==> config.mk <==
export PLATFORM = sky130hd
export DESIGN_NAME = sprite_blit_color_key
export DESIGN_NICKNAME = d
export VERILOG_FILES = /design/src/sbck_pkg.sv /design/src/sbck_pixel.sv /design/src/sprite_blit_color_key.sv
export SDC_FILE = /design/constraint.sdc
export NUM_CORES = 1
export LEC_CHECK = 0
export BUFFER_PORTS_ARGS = -buffer_cell sky130_fd_sc_hd__buf_2
export CORE_MARGIN = 1.5
export CORE_UTILIZATION = 63
export DETAILED_ROUTE_END_ITERATION = 7
export HOLD_SLACK_MARGIN = 0.02
export PLACE_DENSITY = 0.85
export SETUP_SLACK_MARGIN = 0.2
export SLEW_MARGIN = 20
export SYNTH_ARGS = -nofsm -noshare
export SYNTH_HDL_FRONTEND = slang
export SYNTH_SLANG_ARGS = --single-unit
==> constraint.sdc <==
create_clock -name clk -period 6.1 [get_ports clk]
set_input_delay 0.305 -clock clk [delete_from_list [all_inputs] [get_ports clk]]
set_output_delay 0.305 -clock clk [all_outputs]
set_load 0.05 [all_outputs]
==> src/sbck_pkg.sv <==
package sbck_pkg;

  localparam int unsigned COORD_W = 11;
  localparam int unsigned DIM_W   = 10;
  localparam int unsigned COLOR_W = 16;
  localparam int unsigned SCR_W   = 9;
  localparam int unsigned CFG_W   = 16;
  localparam int unsigned IDX_W   = 3;

  localparam logic [COLOR_W-1:0] KEY_RESET = 16'd17289;

  typedef enum logic [IDX_W-1:0] {
    REG_X_ORIGIN      = 3'd0,
    REG_Y_ORIGIN      = 3'd1,
    REG_SPRITE_WIDTH  = 3'd2,
    REG_SPRITE_HEIGHT = 3'd3,
    REG_KEY_COLOR     = 3'd4
  } reg_index_t;

  typedef struct packed {
    logic [7:0] red;
    logic [7:0] green;
    logic [7:0] blue;
  } pixel_t;

  typedef struct packed {
    logic               write_enable;
    logic [SCR_W-1:0]   screen_x;
    logic [SCR_W-1:0]   screen_y;
    logic [COLOR_W-1:0] pixel_color;
    logic               sprite_done;
  } result_t;

  typedef struct packed {
    logic col_last;
    logic row_last;
  } step_t;

endpackage

==> src/sbck_pixel.sv <==
module sbck_pixel #(
  parameter int SCREEN_COLS    = 480,
  parameter int SCREEN_ROWS    = 320,
  parameter int MAX_SPRITE_DIM = 512,
  localparam int CW = $clog2(MAX_SPRITE_DIM),
  localparam int SW = ((CW > sbck_pkg::COORD_W) ? CW : sbck_pkg::COORD_W) + 2
) (
  input  sbck_pkg::pixel_t                   pixel,
  input  logic signed [sbck_pkg::COORD_W-1:0] x_origin,
  input  logic signed [sbck_pkg::COORD_W-1:0] y_origin,
  input  logic [sbck_pkg::DIM_W-1:0]         sprite_width,
  input  logic [sbck_pkg::DIM_W-1:0]         sprite_height,
  input  logic [sbck_pkg::COLOR_W-1:0]       key_color,
  input  logic [CW-1:0]                      column_count,
  input  logic [CW-1:0]                      row_count,
  output sbck_pkg::result_t                  result,
  output sbck_pkg::step_t                    step
);

  // Last index of a dimension: zero acts as one, oversize clamps to the maximum.
  function automatic logic [CW-1:0] last_index(input logic [sbck_pkg::DIM_W-1:0] dim);
    logic [sbck_pkg::DIM_W-1:0] dm1;
    dm1 = dim - 1'b1;
    if (dim == '0) begin
      last_index = '0;
    end else if ({1'b0, dim} > (sbck_pkg::DIM_W+1)'(MAX_SPRITE_DIM)) begin
      last_index = CW'(MAX_SPRITE_DIM - 1);
    end else begin
      last_index = CW'(dm1);
    end
  endfunction

  logic [sbck_pkg::COLOR_W-1:0] color;
  logic signed [SW-1:0]         sx;
  logic signed [SW-1:0]         sy;
  logic                         visible;
  logic                         we;

  assign color = {pixel.red[7:3], pixel.green[7:2], pixel.blue[7:3]};

  assign sx = SW'(x_origin) + $signed({{(SW-CW){1'b0}}, column_count});
  assign sy = SW'(y_origin) + $signed({{(SW-CW){1'b0}}, row_count});

  assign visible = !sx[SW-1] && (sx < $signed(SW'(SCREEN_COLS)))
                && !sy[SW-1] && (sy < $signed(SW'(SCREEN_ROWS)));
  assign we = visible && (color != key_color);

  assign step.col_last = column_count >= last_index(sprite_width);
  assign step.row_last = row_count >= last_index(sprite_height);

  always_comb begin
    result.write_enable = we;
    result.screen_x     = we ? sx[sbck_pkg::SCR_W-1:0] : '0;
    result.screen_y     = we ? sy[sbck_pkg::SCR_W-1:0] : '0;
    result.pixel_color  = color;
    result.sprite_done  = step.col_last && step.row_last;
  end

endmodule

==> src/sprite_blit_color_key.sv <==
// Results are registered; the skid entry holds one if the result output stalls.
// Throughput: one item per cycle; the single compute stage sits between the
// column/row counters and the result register. A skid entry makes the input
// stall a register output, so the result stall never reaches it combinationally;
// the input stalls only while the skid entry is occupied.
// Reset (synchronous, active high): counters to zero, origins 0, width and
// height 1, key color 17289, result and skid entries empty.
module sprite_blit_color_key #(
  parameter int SCREEN_COLS    = 480,
  parameter int SCREEN_ROWS    = 320,
  parameter int MAX_SPRITE_DIM = 512
) (
  input  logic                         clk,
  input  logic                         rst,
  // configuration write port
  input  logic                         cfg_we,
  input  logic [sbck_pkg::IDX_W-1:0]   cfg_index,
  input  logic [sbck_pkg::CFG_W-1:0]   cfg_data,
  // sprite pixel items
  input  logic                         pixel_valid,
  output logic                         pixel_stall,
  input  sbck_pkg::pixel_t             pixel,
  // result items
  output logic                         result_valid,
  input  logic                         result_stall,
  output sbck_pkg::result_t            result
);

  localparam int CW = $clog2(MAX_SPRITE_DIM);

  // Configuration registers
  logic signed [sbck_pkg::COORD_W-1:0] x_origin;
  logic signed [sbck_pkg::COORD_W-1:0] y_origin;
  logic [sbck_pkg::DIM_W-1:0]          sprite_width;
  logic [sbck_pkg::DIM_W-1:0]          sprite_height;
  logic [sbck_pkg::COLOR_W-1:0]        key_color;

  // Walk position inside the sprite: columns outer, rows inner
  logic [CW-1:0] column_count;
  logic [CW-1:0] row_count;

  // Skid entry holds an item that arrived while the result register was blocked
  logic              skid_valid;
  sbck_pkg::result_t skid;

  sbck_pkg::result_t calc;
  sbck_pkg::step_t   step;
  logic              accept;
  logic              take;

  always_ff @(posedge clk) begin
    if (rst) begin
      x_origin      <= '0;
      y_origin      <= '0;
      sprite_width  <= sbck_pkg::DIM_W'(1);
      sprite_height <= sbck_pkg::DIM_W'(1);
      key_color     <= sbck_pkg::KEY_RESET;
    end else if (cfg_we) begin
      case (cfg_index)
        sbck_pkg::REG_X_ORIGIN:      x_origin      <= cfg_data[sbck_pkg::COORD_W-1:0];
        sbck_pkg::REG_Y_ORIGIN:      y_origin      <= cfg_data[sbck_pkg::COORD_W-1:0];
        sbck_pkg::REG_SPRITE_WIDTH:  sprite_width  <= cfg_data[sbck_pkg::DIM_W-1:0];
        sbck_pkg::REG_SPRITE_HEIGHT: sprite_height <= cfg_data[sbck_pkg::DIM_W-1:0];
        sbck_pkg::REG_KEY_COLOR:     key_color     <= cfg_data[sbck_pkg::COLOR_W-1:0];
        default: ;
      endcase
    end
  end

  // Convert, place, clip and key one pixel; also flag the last row and column.
  sbck_pixel #(
    .SCREEN_COLS    (SCREEN_COLS),
    .SCREEN_ROWS    (SCREEN_ROWS),
    .MAX_SPRITE_DIM (MAX_SPRITE_DIM)
  ) u_pixel (
    .pixel         (pixel),
    .x_origin      (x_origin),
    .y_origin      (y_origin),
    .sprite_width  (sprite_width),
    .sprite_height (sprite_height),
    .key_color     (key_color),
    .column_count  (column_count),
    .row_count     (row_count),
    .result        (calc),
    .step          (step)
  );

  // Stall upstream only while the skid entry is occupied (registered signal).
  assign pixel_stall = skid_valid;
  assign accept      = pixel_valid && !skid_valid;
  assign take        = result_valid && !result_stall;

  // Advance the counters once per accepted item; wrap rows first, then columns.
  always_ff @(posedge clk) begin
    if (rst) begin
      column_count <= '0;
      row_count    <= '0;
    end else if (accept) begin
      if (step.row_last) begin
        row_count    <= '0;
        column_count <= step.col_last ? '0 : column_count + 1'b1;
      end else begin
        row_count <= row_count + 1'b1;
      end
    end
  end

  // Result register and skid entry control
  always_ff @(posedge clk) begin
    if (rst) begin
      result_valid <= 1'b0;
      skid_valid   <= 1'b0;
    end else if (accept) begin
      if (!result_valid || take) begin
        result_valid <= 1'b1;
      end else begin
        skid_valid <= 1'b1;
      end
    end else if (take) begin
      // drain the skid entry into the result register, or go empty
      result_valid <= skid_valid;
      skid_valid   <= 1'b0;
    end
  end

  // Payload registers: no reset needed
  always_ff @(posedge clk) begin
    if (accept) begin
      if (!result_valid || take) begin
        result <= calc;
      end else begin
        skid <= calc;
      end
    end else if (take && skid_valid) begin
      result <= skid;
    end
  end

endmodule

== Yosys cells after proc, flatten, opt, wreduce, memory -nomap -nowiden ==
Index checks and enable logic that the tools add are counted.

* Bits in registers: 150
* Bits of input ports: 48
* Output and inout bits: 38
* Logic and storage cells: 85

* $add $sub $neg: 6
* Magnitude comparators: 6
* Equality and inequality tests: 7
* Multiplexer cells: 17
* Bitwise gates (word level): 1
* Reduce and logical (&&, ||, !) cells: 29

{| class="wikitable"
|+ Operators with widths
! operator !! number
|-
| 36-bit 2-to-1 mux || 3
|-
| 9-bit 2-to-1 mux || 8
|-
| 13-bit by 10-bit less-than comparator with 1-bit output (second input constant) || 2
|-
| 11-bit by 10-bit adder with 12-bit output || 2
|-
| 10-bit > comparator (second input constant) || 2
|-
| 10-bit zero test || 2
|-
| 2-bit AND reduction || 10
|-
| 9-bit by 1-bit adder with 9-bit output (second input constant) || 2
|-
| 9-bit >= comparator || 2
|-
| 9-bit by 1-bit subtractor with 9-bit output (second input constant) || 2
|-
| 16-bit inequality test || 1
|-
| 1-bit logical AND || 8
|-
| 3-bit by 2-bit == test with 1-bit output (second input constant) || 2
|-
| 1-bit 2-to-1 mux || 6
|-
| 1-bit zero test || 5
|-
| 2-bit nonzero test || 2
|-
| 3-bit by 1-bit == test with 1-bit output (second input constant) || 1
|-
| 3-bit == test (second input constant) || 1
|-
| 3-bit zero test || 1
|-
| 2-bit by 1-bit inequality test with 1-bit output (second input constant) || 1
|-
| 2-bit inequality test (second input constant) || 1
|-
| 1-bit logical OR || 1
|-
| 1-bit inverter || 1
|}

== Depth between registers and ports, before layout ==
* Depth in word-level cells: 9
* Mapped depth: 17
* Gate-level depth less buffers: 16

== By module ==
A second synthesis with hierarchy kept.

* Cells, all modules: 862
* Area total of the unflattened synthesis: 7,955.1 sq um

{| class="wikitable"
|+ Modules (own cells, without submodules)
! module !! times used !! cells each !! area each (sq um) !! seq. area each (sq um)
|-
| sprite_blit_color_key || 1 || 557 || 5,650.4 || 3,723.6
|-
| sbck_pixel || 1 || 305 || 2,304.7 || 0.0
|}

== Worst setup path before layout ==
Ideal clock, no wire load.

* Path type: reg-to-reg
* Start: reg sprite_height[2] in the netlist's numbering
* End: reg column_count[4]
* Library setup time: 120 ps
* Data arrival time: 3,342 ps
* Data required time: 5,980 ps
* Slack: 2,638 ps
* Cell stages (with the launch flop): 15
* Path buffers: 1
* Clock period less this slack: 3,462 ps
* Cells stage by stage: dfxtp_1 > or4_1 > or4_1 > nor2_1 > nand2_1 > a21oi_1 > ha_1 > a21o_1 > a221oi_1 > o21ai_1 > a41o_1 > clkbuf_1 > nand2_1 > xor2_1 > nor2_1

* Cells in the longest elaborated chain, start to end: 5
* Elaborated cells between the ends (all ways): 7
* Those cells by class: 1 x add/sub; 2 x order compare; 2 x mux; 2 x reduce/logical

{| class="wikitable"
|+ RTL lines
! element !! RTL line !! text
|-
| start, declared || sprite_blit_color_key.sv:35 || <nowiki>logic [sbck_pkg::DIM_W-1:0] sprite_height;</nowiki>
|-
| start signal, assigned || sprite_blit_color_key.sv:56 || <nowiki>sprite_height <= sbck_pkg::DIM_W'(1);</nowiki>
|-
| start signal, assigned || sprite_blit_color_key.sv:63 || <nowiki>sbck_pkg::REG_SPRITE_HEIGHT: sprite_height <= cfg_data[sbck_pkg::DIM_W-1:0];</nowiki>
|-
| 9-bit by 1-bit subtractor with 9-bit output or 10-bit > comparator (tied branches) || sbck_pixel.sv:23, sbck_pixel.sv:26 ||
|-
| 9-bit 2-to-1 mux || sbck_pixel.sv:26 || <nowiki>end else if ({1'b0, dim} > (sbck_pkg::DIM_W+1)'(MAX_SPRITE_DIM)) begin</nowiki>
|-
| 9-bit 2-to-1 mux * || sbck_pixel.sv:24 || <nowiki>if (dim == '0) begin</nowiki>
|-
| 9-bit >= comparator * || sbck_pixel.sv:49 || <nowiki>assign step.row_last = row_count >= last_index(sprite_height);</nowiki>
|-
| 2-bit AND reduction (no source line) * || - ||
|-
| end signal, assigned || sprite_blit_color_key.sv:101 || <nowiki>column_count <= step.col_last ? '0 : column_count + 1'b1;</nowiki>
|-
| end, declared || sprite_blit_color_key.sv:39 || <nowiki>logic [CW-1:0] column_count;</nowiki>
|}

Every way passes the cells marked *; elsewhere a longest branch is shown, timed or not.
A chain may end at the register's enable or synchronous reset.

== Worst setup path after layout ==
* Start: reg sprite_height[2] in the netlist's numbering
* End: reg column_count[2]

The elaborated chain is that of the path after synthesis.

==> impl_metrics.env <==
export IMPL_io_buffers=77
export IMPL_clk_path_buf_depth=2
export IMPL_outcome="finished clean"
export IMPL_postSynthRegisterBits=150
export IMPL_synth_cell_types=57
export IMPL_antenna_violations_before_repair=1
export IMPL_timing_critical_path_cells="or4_1 > or4_1 > nor2_1 > nand2_1 > a21oi_1 > ha_1 > a21o_1 > a221oi_1 > o21ai_1 > a41oi_1 > nor3b_1 > o21ai_1 > a21oi_1"
export IMPL_path_clk_slew_ns=0.06
export IMPL_final_period_utilization_pct=64.5
export IMPL_total_via_count_in_the_routed_design=6016
export IMPL_cts_inserted_buffers=17
export IMPL_post_cts_hold_buffer_count=0
export IMPL_drt_pass1_iterations=5
export IMPL_clock_latency_ns=0.42
export IMPL_finalClockSkew_ns=0.00633
export IMPL_ys_seq_area_share_pct=48.7
export IMPL_drt_antenna_violating_nets=0
export IMPL_post_route_min_period_ns=3.94
export IMPL_class_of_the_most_critical_hold_timing_path="primary input to register"
export IMPL_placement_setup_worst_slack_ns=2.18
export IMPL_synth_async_reset_ratio_pct=0
export IMPL_critical_path_max_stage_delay_ns=0.58
export IMPL_syn_to_final_growth_pct=14.7
export IMPL_die_area_mm2=0.0128
export IMPL_track_usage_pct=27.2
export IMPL_hold_violations=0
export IMPL_htreeDepth=4
export IMPL_chipHeight_um=113
export IMPL_routed_wire_length_per_instance_um=15.7
export IMPL_boundaryPins=86
export IMPL_rsz0062_at_grt="false"
export IMPL_initial_core_util_pct=64.1
export IMPL_vias_in_the_first_global_route=5606
export IMPL_overall_overflow_remaining_after_global_route=0
export IMPL_class_of_the_most_critical_setup_path="register to register"
export IMPL_cts_root_buffer="clkbuf_16"
export IMPL_grt_start_max_net_pins=74
export IMPL_floorplan_core_area_mm2=0.0119
export IMPL_fp_dieW_um=113
export IMPL_cp_max_fo=6
export IMPL_drv_cap=0
export IMPL_setup_ws_ns=2.16
export IMPL_proportion_of_layout_cells_with_a_drive_suffix_above_1_pct=14.9
export IMPL_timing_slew_headroom_pct=51.2
export IMPL_vdd_ir_drop_worst_v=0.000206
export IMPL_synth_enable_flop_cells=72
export IMPL_ctsResizeCount=0
export IMPL_worst_slew_pin_slew_ns=0.732
export IMPL_power_static_leakage_nw=3.59
export IMPL_postSynthNetCount=909
export IMPL_nNetsFinal=976
export IMPL_cts_tree="done"
export IMPL_remaining_drc_errors=0
export IMPL_place_detailed_hpwl_um=11100
export IMPL_max_freq_ghz=0.254
export IMPL_critPathRequiredTime_ns=6.37
export IMPL_critical_path_top_delay_family="compound AO/OA/AOI/OAI gates"
export IMPL_clkSinkCount=150
export IMPL_routabilityCongestion=0.880
export IMPL_setup_total_negative_slack_ns=0
export IMPL_synthFlopType="dfxtp_1"
export IMPL_setup_viol_count_final=0
export IMPL_syn_area_mm2=0.00764
export IMPL_most_frequent_standard_cell_in_the_layout_excluding_fill_and_tap_cells="nand2_1"
export IMPL_critPathLaunchType="register"
export IMPL_crit_arrival_ns=4.21
export IMPL_synth_area_per_cell_um2=9.33
export IMPL_postRouteWirelength_um=16500
export IMPL_grt_first_pass_wirelength_um=27000
export IMPL_path_buf_inv=0
export IMPL_rows=40
export IMPL_routed_via_density=5.75
export IMPL_cts_setup_buffers=0
export IMPL_power_per_cell_area_mw_per_mm2=286
export IMPL_timing_max_transition_violations_final=0
export IMPL_report_power_total_mw=2.50
export IMPL_layout_common_cells="nand2_1, a21oi_1, dfxtp_1"
export IMPL_netlist_instances=819
export IMPL_endpoint_kind="register"
export IMPL_critPathSlowestCell="or4_1"
export IMPL_yosysWarnings=0
export IMPL_1st_iter_drt_viols=412
cells in the mapped netlist (6+ instances only):
cell      instances  area share (%)
a21o_1            9            0.88
a21oi_1          82             5.4
and3_1           12            0.98
clkbuf_1         29             1.4
dfxtp_1          78              20
edfxtp_1         72              28
ha_1             40             6.6
inv_1            21             1.0
nand2_1         213              10
nand2b_1          7            0.57
nand3_1          10            0.66
nand3b_1         12             1.2
nand4_1           9            0.74
nor2_1           48             2.4
nor2b_1           7            0.57
nor3_1           16             1.0
nor4_1            6            0.49
o21a_1           10            0.98
o21ai_1           9            0.59
o31ai_1           7            0.69
o31ai_2           9             1.5
xnor2_1          15             1.7
xor2_1           43             4.9
worst register-to-register path, cell delays in order (launching register included):
cell and delay, ns:
dfxtp_1 0.34, or4_1 0.58, or4_1 0.45, nor2_1 0.24, nand2_1 0.18, a21oi_1 0.19, ha_1 0.26, a21o_1 0.18
a221oi_1 0.28, o21ai_1 0.16, a41oi_1 0.58, nor3b_1 0.12, o21ai_1 0.15, a21oi_1 0.08
metrics by stage:
stage | instances | util (%) | area [µm²] | hold WS (ns)
finish | 1047 | 73.6 | 8760 | 0.101
global placement | 1013 | 68.1 | 8110 | 0.447
floorplan | 819 | - | 7640 | 0.404
detailed placement | 1013 | 68.1 | 8110 | 0.452
CTS | 1045 | 73.3 | 8730 | 0.0904
global route | 1047 | 73.6 | 8760 | 0.0915
state kept, by name, summed over array words and instances (netlist names), 9 cells and up:
signal,count
skid,36
sprite_width,10
sprite_height,10
row_count,9
x_origin,11
y_origin,11
result,36
column_count,9
key_color,16
logic make-up (layout without fill, tap and decap cells):
group / Yosys count / count (layout) / synth area share [%]
AOI/OAI and AO/OA: 150 / 150 / 13.0
xor gates and xnor gates: 58 / 58 / 6.65
adders and majority gates: 46 / 46 / 7.60
buffers and inverters: 56 / 136 / 2.88
DFF: 150 / 150 / 48.7
other: 0 / 1 / 0
and+or+nand+nor: 359 / 359 / 21.1
power by group:
part,internal (mW),switching (mW),total (mW),leakage (nW)
combinational,0.0899,0.222,0.312,1.98
clock,0.661,0.406,1.07,0.310
sequential,1.10,0.0217,1.13,1.30
total,1.85,0.650,2.50,3.59
final timing paths:
check	end	start	cells past startpoint	slack, ns
setup / recovery	column_count[2]$_SDFFE_PP0P_	sprite_height[2]$_SDFFE_PP0P_	13	2.16
hold / removal	skid[8]$_DFFE_PP_	pixel[12]	1	0.10
setup reg to reg	column_count[2]$_SDFFE_PP0P_	sprite_height[2]$_SDFFE_PP0P_	13	2.16
hold reg to reg	x_origin[3]$_SDFFE_PP0P_	x_origin[3]$_SDFFE_PP0P_	2	0.46
metal layers:
layer | global-route usage (%) | share of wire (%) | vias up | wire [µm]
met3 | 5.84 | 5.9 | 23 | 968
li1 | - | - | 2996 | -
met4 | 8.83 | 1.4 | 0 | 234
met1 | 35.4 | 44 | 2809 | 7190
met2 | 45.5 | 49 | 188 | 8080
met5 | 0 | 0 | - | 0
final cells by class:
type	count	area, µm²
tap	147	184
multi-input combinational	613	3710
antenna	1	2.50
fill	874	3150
inverter	22	82.6
timing repair buffer	82	443
clock inverter	9	82.6
sequential	150	3720
clock buffer	23	536
No activity file was read; power rests on OpenSTA's default activity.
